<file path="config.mk">
export PLATFORM = sky130hd
export DESIGN_NAME = alert_beeper_sequencer
export DESIGN_NICKNAME = d
export VERILOG_FILES = /design/src/rtl/abs_pkg.sv /design/src/rtl/abs_step.sv /design/src/rtl/alert_beeper_sequencer.sv
export SDC_FILE = /design/constraint.sdc
export NUM_CORES = 1
export LEC_CHECK = 0
export BUFFER_PORTS_ARGS = -buffer_cell sky130_fd_sc_hd__buf_2
export CAP_MARGIN = 20
export CORE_MARGIN = 5
export CORE_UTILIZATION = 45
export CTS_CLUSTER_DIAMETER = 80
export DETAILED_ROUTE_END_ITERATION = 10
export PLACE_DENSITY = 0.7
export SLEW_MARGIN = 20
export SYNTH_ARGS = -nofsm -noshare
export SYNTH_HDL_FRONTEND = slang
export SYNTH_HIERARCHICAL = 1
export SYNTH_SLANG_ARGS = --single-unit
export TNS_END_PERCENT = 100
</file>
<file path="constraint.sdc">
create_clock -name aclk -period 4.5 [get_ports aclk]
set_clock_uncertainty 0.2 [all_clocks]
set_input_delay 0.45 -clock aclk [delete_from_list [all_inputs] [get_ports aclk]]
set_output_delay 0.45 -clock aclk [all_outputs]
set_load 0.02 [all_outputs]
</file>
<file path="src/rtl/abs_pkg.sv">
// Shared types and constants for the alert beeper sequencer.
// The step logic and the top level both take this package by scoped names.
package abs_pkg;

    // Event codes carried on the input tuser.
    typedef enum logic [1:0] {
        KIND_TICK  = 2'd0,
        KIND_RAISE = 2'd1,
        KIND_CLEAR = 2'd2,
        KIND_BEEP  = 2'd3
    } kind_t;

    // Severity codes.
    localparam logic [1:0] LVL_NOTIFICATION = 2'd0;
    localparam logic [1:0] LVL_WARNING      = 2'd1;
    localparam logic [1:0] LVL_CRITICAL     = 2'd2;

    // Register indexes on the configuration port.
    localparam logic [1:0] REG_ALWAYS_ON         = 2'd0;
    localparam logic [1:0] REG_NOTIFICATION_LAST = 2'd1;
    localparam logic [1:0] REG_WARNING_LAST      = 2'd2;

    localparam int PATTERN_W       = 12;
    localparam int SHORT_W         = 3;
    localparam int ID_W            = 8;
    localparam int SHORT_BEEP_TICKS_DEF = 4;

    localparam logic [PATTERN_W-1:0] PAT_NOTIFICATION = 12'h00F;
    localparam logic [PATTERN_W-1:0] PAT_WARNING      = 12'h0AA;
    localparam logic [PATTERN_W-1:0] PAT_CRITICAL     = 12'hF0F;

    localparam logic [1:0] LVL_RESET_NOTIFICATION = 2'd0;

    typedef struct packed {
        logic                 run;
        logic [ID_W-1:0]      alert_number;
        logic [1:0]           alert_level;
        logic [PATTERN_W-1:0] beep_pattern;
        logic [SHORT_W-1:0]   short_left;
        logic                 beeper;
    } seq_state_t;

    typedef struct packed {
        logic            beeper;
        logic            operational;
        logic            display_restart;
        logic            alert_changed;
        logic [ID_W-1:0] active_id;
        logic [1:0]      active_level;
    } result_t;

    typedef struct packed {
        logic            always_on;
        logic [ID_W-1:0] notification_last_id;
        logic [ID_W-1:0] warning_last_id;
    } cfg_t;

endpackage

</file>
<file path="src/rtl/abs_step.sv">
// Next-state and result logic for one event of the alert beeper sequencer.
// Purely combinational; uses types and constants from abs_pkg.
module abs_step #(
    parameter int SHORT_BEEP_TICKS = abs_pkg::SHORT_BEEP_TICKS_DEF
) (
    input  abs_pkg::cfg_t          cfg,
    input  abs_pkg::seq_state_t    cur,
    input  abs_pkg::kind_t         kind,
    input  logic [abs_pkg::ID_W-1:0] alert_id,
    input  logic                   board_enabled,
    output abs_pkg::seq_state_t    nxt,
    output abs_pkg::result_t       result
);

    logic                              restart;
    logic                              changed;
    logic                              run_new;
    logic                              beep;
    logic [abs_pkg::PATTERN_W-1:0]     shifted;
    logic [1:0]                        sev;

    // Classify the raised id against the two boundaries.
    always_comb begin
        if (alert_id > cfg.notification_last_id) begin
            sev = (alert_id > cfg.warning_last_id) ? abs_pkg::LVL_CRITICAL
                                                   : abs_pkg::LVL_WARNING;
        end else begin
            sev = abs_pkg::LVL_NOTIFICATION;
        end
    end

    always_comb begin
        nxt     = cur;
        restart = 1'b0;
        changed = 1'b0;
        run_new = cur.run;
        beep    = 1'b0;
        shifted = cur.beep_pattern >> 1;
        case (kind)
            abs_pkg::KIND_TICK: begin
                if (cfg.always_on) begin
                    run_new = 1'b1;
                end else if (!cur.run && board_enabled) begin
                    run_new = 1'b1;
                    restart = 1'b1;
                end else if (cur.run && !board_enabled) begin
                    run_new = 1'b0;
                end
                nxt.run = run_new;
                // The beeper step uses the run state updated by this same tick.
                if (run_new) begin
                    if (cur.beep_pattern != '0) begin
                        beep             = cur.beep_pattern[0];
                        nxt.beep_pattern = shifted;
                        if (shifted == '0) begin
                            nxt.alert_number = '0;
                            nxt.alert_level  = abs_pkg::LVL_RESET_NOTIFICATION;
                        end
                    end
                    if (cur.short_left != '0) begin
                        nxt.short_left = cur.short_left - 1'b1;
                        beep           = 1'b1;
                    end
                    nxt.beeper = beep;
                end
            end
            abs_pkg::KIND_RAISE: begin
                if (cur.alert_level <= sev) begin
                    nxt.alert_number = alert_id;
                    nxt.alert_level  = sev;
                    case (sev)
                        abs_pkg::LVL_NOTIFICATION: nxt.beep_pattern = abs_pkg::PAT_NOTIFICATION;
                        abs_pkg::LVL_WARNING:      nxt.beep_pattern = abs_pkg::PAT_WARNING;
                        default:                   nxt.beep_pattern = abs_pkg::PAT_CRITICAL;
                    endcase
                    changed = 1'b1;
                end
            end
            abs_pkg::KIND_CLEAR: begin
                nxt.alert_number = '0;
                nxt.alert_level  = abs_pkg::LVL_RESET_NOTIFICATION;
                nxt.beep_pattern = '0;
            end
            default: begin
                nxt.short_left = abs_pkg::SHORT_W'(SHORT_BEEP_TICKS);
            end
        endcase
    end

    always_comb begin
        result.beeper          = nxt.beeper;
        result.operational     = nxt.run;
        result.display_restart = restart;
        result.alert_changed   = changed;
        result.active_id       = nxt.alert_number;
        result.active_level    = nxt.alert_level;
    end

endmodule

</file>
<file path="src/rtl/alert_beeper_sequencer.sv">
// Alert beeper sequencer: classifies raised alerts, runs beep patterns on ticks.
// Depends on abs_pkg and instantiates abs_step.
//
// The block takes one event per clock cycle while the result side is ready and
// returns exactly one result per event. An accepted event is held in an input
// register until the result register is free, then the step logic applies it
// to the state and writes the result register, so each result passes through
// the input register and then the result register. A waiting result leaves room
// for one more event in the input register; further requests are held off until
// the result is taken. Sustained throughput is one event per cycle while the
// result side is ready, set by the combinational step logic.
// Registers: always_on at 0x0, notification_last_id at 0x4, warning_last_id
// at 0x8; write them only while no event is in flight.
module alert_beeper_sequencer #(
    parameter int SHORT_BEEP_TICKS = abs_pkg::SHORT_BEEP_TICKS_DEF
) (
    input  logic        aclk,
    input  logic        aresetn,
    // Input events.
    input  logic        s_axis_tvalid,
    output logic        s_axis_tready,
    input  logic [15:0] s_axis_tdata,   // [7:0] alert_id, [8] board_enabled, rest zero
    input  logic [1:0]  s_axis_tuser,   // [1:0] kind
    // Results.
    output logic        m_axis_tvalid,
    input  logic        m_axis_tready,
    output logic [15:0] m_axis_tdata,   // [0] beeper, [1] operational,
                                        // [2] display_restart, [3] alert_changed,
                                        // [11:4] active_id, [13:12] active_level
    // Configuration.
    input  logic        psel,
    input  logic        penable,
    input  logic        pwrite,
    input  logic [3:0]  paddr,
    input  logic [31:0] pwdata,
    output logic [31:0] prdata,
    output logic        pready
);

    abs_pkg::cfg_t                 cfg_reg;
    abs_pkg::seq_state_t           state_reg;
    abs_pkg::seq_state_t           state_next;
    abs_pkg::result_t              result_next;
    abs_pkg::result_t              out_reg;
    logic                          out_valid_reg;
    logic                          in_valid_reg;
    abs_pkg::kind_t                in_kind_reg;
    logic [abs_pkg::ID_W-1:0]      in_id_reg;
    logic                          in_enabled_reg;
    logic                          advance;
    logic                          cfg_write;
    logic [1:0]                    reg_index;

    assign pready    = 1'b1;
    assign reg_index = paddr[3:2];
    assign cfg_write = psel && penable && pwrite && pready;

    always_ff @(posedge aclk) begin
        if (!aresetn) begin
            cfg_reg.always_on            <= 1'b0;
            cfg_reg.notification_last_id <= 8'd63;
            cfg_reg.warning_last_id      <= 8'd127;
        end else if (cfg_write) begin
            case (reg_index)
                abs_pkg::REG_ALWAYS_ON:         cfg_reg.always_on            <= pwdata[0];
                abs_pkg::REG_NOTIFICATION_LAST: cfg_reg.notification_last_id <= pwdata[7:0];
                abs_pkg::REG_WARNING_LAST:      cfg_reg.warning_last_id      <= pwdata[7:0];
                default: ;
            endcase
        end
    end

    always_comb begin
        case (reg_index)
            abs_pkg::REG_ALWAYS_ON:         prdata = {31'd0, cfg_reg.always_on};
            abs_pkg::REG_NOTIFICATION_LAST: prdata = {24'd0, cfg_reg.notification_last_id};
            abs_pkg::REG_WARNING_LAST:      prdata = {24'd0, cfg_reg.warning_last_id};
            default:                        prdata = '0;
        endcase
    end

    // The held request moves to the result register whenever that slot frees up.
    assign advance       = in_valid_reg && (!out_valid_reg || m_axis_tready);
    assign s_axis_tready = !in_valid_reg || advance;

    always_ff @(posedge aclk) begin
        if (!aresetn) begin
            in_valid_reg <= 1'b0;
        end else if (s_axis_tready) begin
            in_valid_reg <= s_axis_tvalid;
        end
    end

    always_ff @(posedge aclk) begin
        if (s_axis_tvalid && s_axis_tready) begin
            in_kind_reg    <= abs_pkg::kind_t'(s_axis_tuser);
            in_id_reg      <= s_axis_tdata[7:0];
            in_enabled_reg <= s_axis_tdata[8];
        end
    end

    abs_step #(
        .SHORT_BEEP_TICKS(SHORT_BEEP_TICKS)
    ) u_step (
        .cfg          (cfg_reg),
        .cur          (state_reg),
        .kind         (in_kind_reg),
        .alert_id     (in_id_reg),
        .board_enabled(in_enabled_reg),
        .nxt          (state_next),
        .result       (result_next)
    );

    always_ff @(posedge aclk) begin
        if (!aresetn) begin
            state_reg <= '0;
        end else if (advance) begin
            state_reg <= state_next;
        end
    end

    always_ff @(posedge aclk) begin
        if (!aresetn) begin
            out_valid_reg <= 1'b0;
        end else if (advance) begin
            out_valid_reg <= 1'b1;
        end else if (m_axis_tready) begin
            out_valid_reg <= 1'b0;
        end
    end

    always_ff @(posedge aclk) begin
        if (advance) begin
            out_reg <= result_next;
        end
    end

    assign m_axis_tvalid = out_valid_reg;
    assign m_axis_tdata  = {2'b00, out_reg.active_level, out_reg.active_id,
                            out_reg.alert_changed, out_reg.display_restart,
                            out_reg.operational, out_reg.beeper};

    // An empty pattern always goes with no active alert.
    assert property (@(posedge aclk) disable iff (!aresetn)
        state_reg.beep_pattern == '0 |->
            (state_reg.alert_number == '0 && state_reg.alert_level == '0))
        else $error("beep pattern empty while an alert is active");

    assert property (@(posedge aclk) disable iff (!aresetn)
        state_reg.alert_level != 2'd3)
        else $error("alert level holds an unused code");

    assert property (@(posedge aclk) disable iff (!aresetn)
        advance && in_kind_reg == abs_pkg::KIND_CLEAR |=>
            (out_reg.active_id == '0 && out_reg.active_level == '0 && out_valid_reg))
        else $error("clear request did not clear the active alert");

    assert property (@(posedge aclk) disable iff (!aresetn)
        advance && in_kind_reg == abs_pkg::KIND_TICK && cfg_reg.always_on |=>
            (state_reg.run && !out_reg.display_restart))
        else $error("always-on tick left the block idle or pulsed restart");

    assert property (@(posedge aclk) disable iff (!aresetn)
        m_axis_tvalid && out_reg.display_restart |-> out_reg.operational)
        else $error("display restart without operational state");

endmodule
</file>
After elaboration in Yosys (flattened, before gate mapping)
Index checks and enable logic that the tools add are counted.
Storage, ports and cells
  flip-flop bits (word level): 71
  input port bits: 61
  output and inout port bits: 51
  word-level logic and storage cells: 85
Operators by class
  add/sub/neg operators: 1
  $lt $le $gt $ge: 3
  equal/unequal tests: 9
  mux-type cells: 23
  bitwise gates (word level): 2
  reductions and logical operators: 27
Operators by type and width (number)
  22-bit case mux with 3 select lines: 1
  22-bit 2-to-1 mux: 2
  26-bit 2-to-1 mux: 1
  12-bit case mux with 2 select lines: 1
  8-bit case mux with 3 select lines: 1
  8-bit > comparator: 2
  12-bit zero test: 1
  1-bit 2-to-1 mux: 12
  12-bit nonzero test: 1
  10-bit 2-to-1 mux: 1
  2-bit by 1-bit equality test with 1-bit output (second input constant): 3
  1-bit logical AND: 6
  2-bit zero test: 3
  2-bit by 1-bit != test with 1-bit output (second input constant): 3
  3-bit case mux with 2 select lines: 1
  2-bit AND reduction: 3
  3-bit nonzero test: 2
  5-bit AND reduction: 1
  2-bit equality test (second input constant): 2
  1-bit zero test: 4
  2-bit 2-to-1 mux: 2
  4-bit AND reduction: 1
  2-bit OR reduction: 2
  3-bit 2-to-1 mux: 1
  other kinds (6): 8

Depth between registers and ports, before layout
  depth after elaboration: 8
  mapped depth: 17
  mapped depth without buffers: 17

Hierarchy
Netlist, hierarchy kept.
Modules (own cells, without submodules)
  alert_beeper_sequencer: times used 1, cells each 272, area an instance 2950.3 µm²
  abs_step: times used 1, cells each 168, area an instance 1188.6 µm²

Worst setup path after synthesis
No wires, ideal clock.
  kind: register to register
  start: reg in_id_reg[1] (netlist bit)
  end: reg state_reg[9] (netlist bit)
  setup time: 0.124 ns
  data arrival time: 2.834 ns
  required time: 4.176 ns
  setup slack: 1.342 ns
  stages on the path, launching flop included: 17
  buffers on the path: 0
  period minus slack after synthesis: 3.158 ns
  path through: edfxtp_1 ha_1 nor2b_1 o211ai_1 a21oi_1 o22ai_2 or2_1 ha_1 nor2b_4 o21ai_4 nor2_2 nor2_4 nand2_2 a21o_1 a221o_1 nand3_1 a21boi_0
RTL lines
  start, declared: line alert_beeper_sequencer.sv:48  | logic [abs_pkg::ID_W-1:0] in_id_reg;
  start signal, assigned: line alert_beeper_sequencer.sv:97  | in_id_reg <= s_axis_tdata[7:0];
  end signal, assigned: line alert_beeper_sequencer.sv:118  | state_reg <= state_next;
  end, declared: line alert_beeper_sequencer.sv:41  | abs_pkg::seq_state_t state_reg;

==> flow_summary.json <==
{
  "status": "finished, final reports clean",
  "drt_pass1_iterations": 4,
  "dieHeight_um": 106,
  "synthDistinctLibCells": 51,
  "vias": 3157,
  "placed_area_um2": 4230,
  "final_cell_mix": "buf_2 (51), dfxtp_1 (46), o21ai_0 (36)",
  "grt_max_degree": 56,
  "final_antenna_net_count": 0,
  "worst_slew_pin_slew_ps": 825,
  "cp_max_fo": 7,
  "ctsResizeCount": 0,
  "avgSynthCellArea_um2": 9.41,
  "period_needed_ps": 3710,
  "critPathLaunchType": "flop",
  "hold_buffers": 0,
  "cts.path.max_buffers": 2,
  "synthArstFlopShare_pct": 0,
  "crit_path_frequent_cell": "ha_1",
  "drive_gt1_share_pct": 17.6,
  "slowest_stage": "edfxtp_1",
  "post-cts-setup-buffers": 0,
  "port_buffers": 51,
  "regArea_um2": 1670,
  "syn_to_final_growth_pct": 7.62,
  "crit_chain": "ha_1, nand4_1, a21oi_1, o22ai_2, or2_1, ha_1, nor2b_4, o21ai_4, nand2_1, nor2_1, and3b_1, a221o_1, nand3_1, a21boi_0",
  "core_um2": 9110,
  "clock_latency_ps": 340,
  "fmax_mhz": 270,
  "rsz0062_at_grt": "false",
  "path_clk_slew_ps": 70,
  "hpwlAfterDp_um": 6210,
  "p_leak_nw": 1.90,
  "ys_seq_area_share_pct": 40.4,
  "largest_register_ffs": 27,
  "cts_tree": "yes",
  "layout.nets": 550,
  "multi_input_area_um2": 2040,
  "maxCapViolations": 0,
  "htreeDepth": 3,
  "stdcell_area_um2": 4450,
  "hold_violations": 0,
  "critical_path_class": "reg2reg",
  "antenna_found_initial": 0,
  "relSlewSlack_pct": 45.0,
  "grt_pass1_vias": 2970,
  "clock-sinks": 71,
  "synth-edff-count": 25,
  "nFillCells": 851,
  "pwr_density_cell_nw_per_um2": 324,
  "finalSetupViolations": 0,
  "drv_slew": 0,
  "fp.dieArea_um2": 11200,
  "syn_inst": 440,
  "drc_errors": 0,
  "clockRootBuffer": "clkbuf_8",
  "ys_ff_latch": 71,
  "synth_top_flop_cell": "dfxtp_1",
  "routedWlPerCell_um": 15.0,
  "track_usage_pct": 15.8,
  "period_share_pct": 82.3,
  "cp.buffers_inverters": 0,
  "critPathArrivalTime_ps": 3780,
  "slowest_delay_ps": 490,
  "overflow": 0,
  "diodes": 0,
  "fin_hold_ws_ps": 76.7,
  "die_w_um": 106,
  "ir_worst_vdd_mv": 0.177,
  "via_per_inst": 5.42,
  "cp_top_family": "simple AND/OR/NAND/NOR gates",
  "numCtsBuffers": 9,
  "initial_core_util_pct": 45.4,
  "finalSetupTns_ps": 0,
  "place_congestion": 0.868,
  "wl_um": 8710,
  "netlist_area_um2": 4140,
  "mostFrequentLayoutCell": "buf_2",
  "grt_pass1_wl_um": 14400,
  "fp-row-count": 35,
  "yosysWarnings": 6,
  "drt-initial-drc-count": 227,
  "io_pins": 112,
  "hp-class": "in2reg",
  "end_kind": "flop",
  "cp.required_ps": 4570
}
-- layer usage --
metal,vias to the layer above,global-route usage [%],share of wire (%)
li1,1549,-,-
met1,1510,22.4,48
met2,91,23.6,44
met3,7,3.89,6.3
met4,0,5.37,1.5
met5,-,0,0
-- worst reg2reg max path: stages (launching register included) --
cell and delay, ps:
edfxtp_1 490, ha_1 370, nand4_1 180, a21oi_1 210, o22ai_2 120, or2_1 260, ha_1 290, nor2b_4 140
o21ai_4 180, nand2_1 150, nor2_1 390, and3b_1 300, a221o_1 130, nand3_1 70, a21boi_0 170
-- through the flow --
| step | total power [mW] | setup slack [ps] | utilization, % | cells |
|---|---|---|---|---|
| after floorplan | 0.881 | 1340 | - | 465 |
| after global placement | 0.905 | 880 | 46.5 | 565 |
| after detailed placement | 0.909 | 835 | 46.5 | 565 |
| after CTS | 1.46 | 830 | 48.8 | 581 |
| after global routing | 1.51 | 580 | 48.9 | 582 |
| final | 1.45 | 794 | 48.9 | 582 |
-- cell families after synthesis --
group	count (synthesis)	synth area share [%]
AND/OR/NAND/NOR	111	14.9
other	2	0.181
AO/OA/AOI/OAI	124	20.7
flip-flops	71	40.4
multiplexers	16	3.87
XOR/XNOR	1	0.212
buffers and inverters	92	12.7
adder cells (fa/ha/maj)	23	6.95
-- worst paths after layout --
path / to / from / cells past startpoint / slack (ps)
worst max register to register: state_reg[11] / in_id_reg[7] / 14 / 790
worst max-delay path: state_reg[11] / in_id_reg[7] / 14 / 790
worst min register to register: cfg_reg[7] / cfg_reg[7] / 2 / 290
worst min-delay path: in_id_reg[2] / s_axis_tdata[2] / 1 / 80
-- cells in the mapped netlist (2+ instances only) --
| cell type | count | area share, % |
|---|---|---|
| buf_4 | 43 | 7.8 |
| nor4_1 | 2 | 0.30 |
| clkbuf_1 | 13 | 1.2 |
| nand4_1 | 4 | 0.60 |
| clkbuf_2 | 2 | 0.24 |
| o21a_1 | 3 | 0.54 |
| o22ai_1 | 2 | 0.30 |
| or2_1 | 2 | 0.30 |
| a22o_1 | 17 | 3.6 |
| nand2_1 | 19 | 1.7 |
| ha_1 | 23 | 7.0 |
| a31oi_1 | 2 | 0.30 |
| nand3_1 | 29 | 3.5 |
| o22ai_2 | 2 | 0.60 |
| o211ai_1 | 3 | 0.54 |
| buf_2 | 8 | 0.97 |
| dfxtp_1 | 46 | 22 |
| inv_1 | 25 | 2.3 |
| a221o_1 | 7 | 1.7 |
| nor2_1 | 11 | 1.0 |
| nor3_1 | 2 | 0.24 |
| nor2b_1 | 25 | 3.8 |
| conb_1 | 2 | 0.18 |
| mux2i_1 | 16 | 3.9 |
| nor3b_1 | 2 | 0.36 |
| a21boi_0 | 27 | 4.9 |
| nand2b_1 | 2 | 0.30 |
| o21ai_0 | 36 | 4.4 |
| edfxtp_1 | 25 | 18 |
| a21oi_1 | 15 | 1.8 |
| a21o_1 | 5 | 0.91 |
-- cell type report --
class                      count  share of cell area [%]
clock buffer                  10                    2.87
clock inverter                 6                    1.91
inverter                      25                    2.11
multi-input combinational    302                    45.7
sequential                    71                    37.5
tap                          111                    3.12
timing repair buffer          57                    6.74
-- where the power goes --
group          switching, mW  internal [mW]  total (mW)
Sequential            0.0130          0.684       0.697
Clock                  0.238          0.310       0.548
Combinational          0.131         0.0691       0.200
Power figures use the tool's default switching activity.
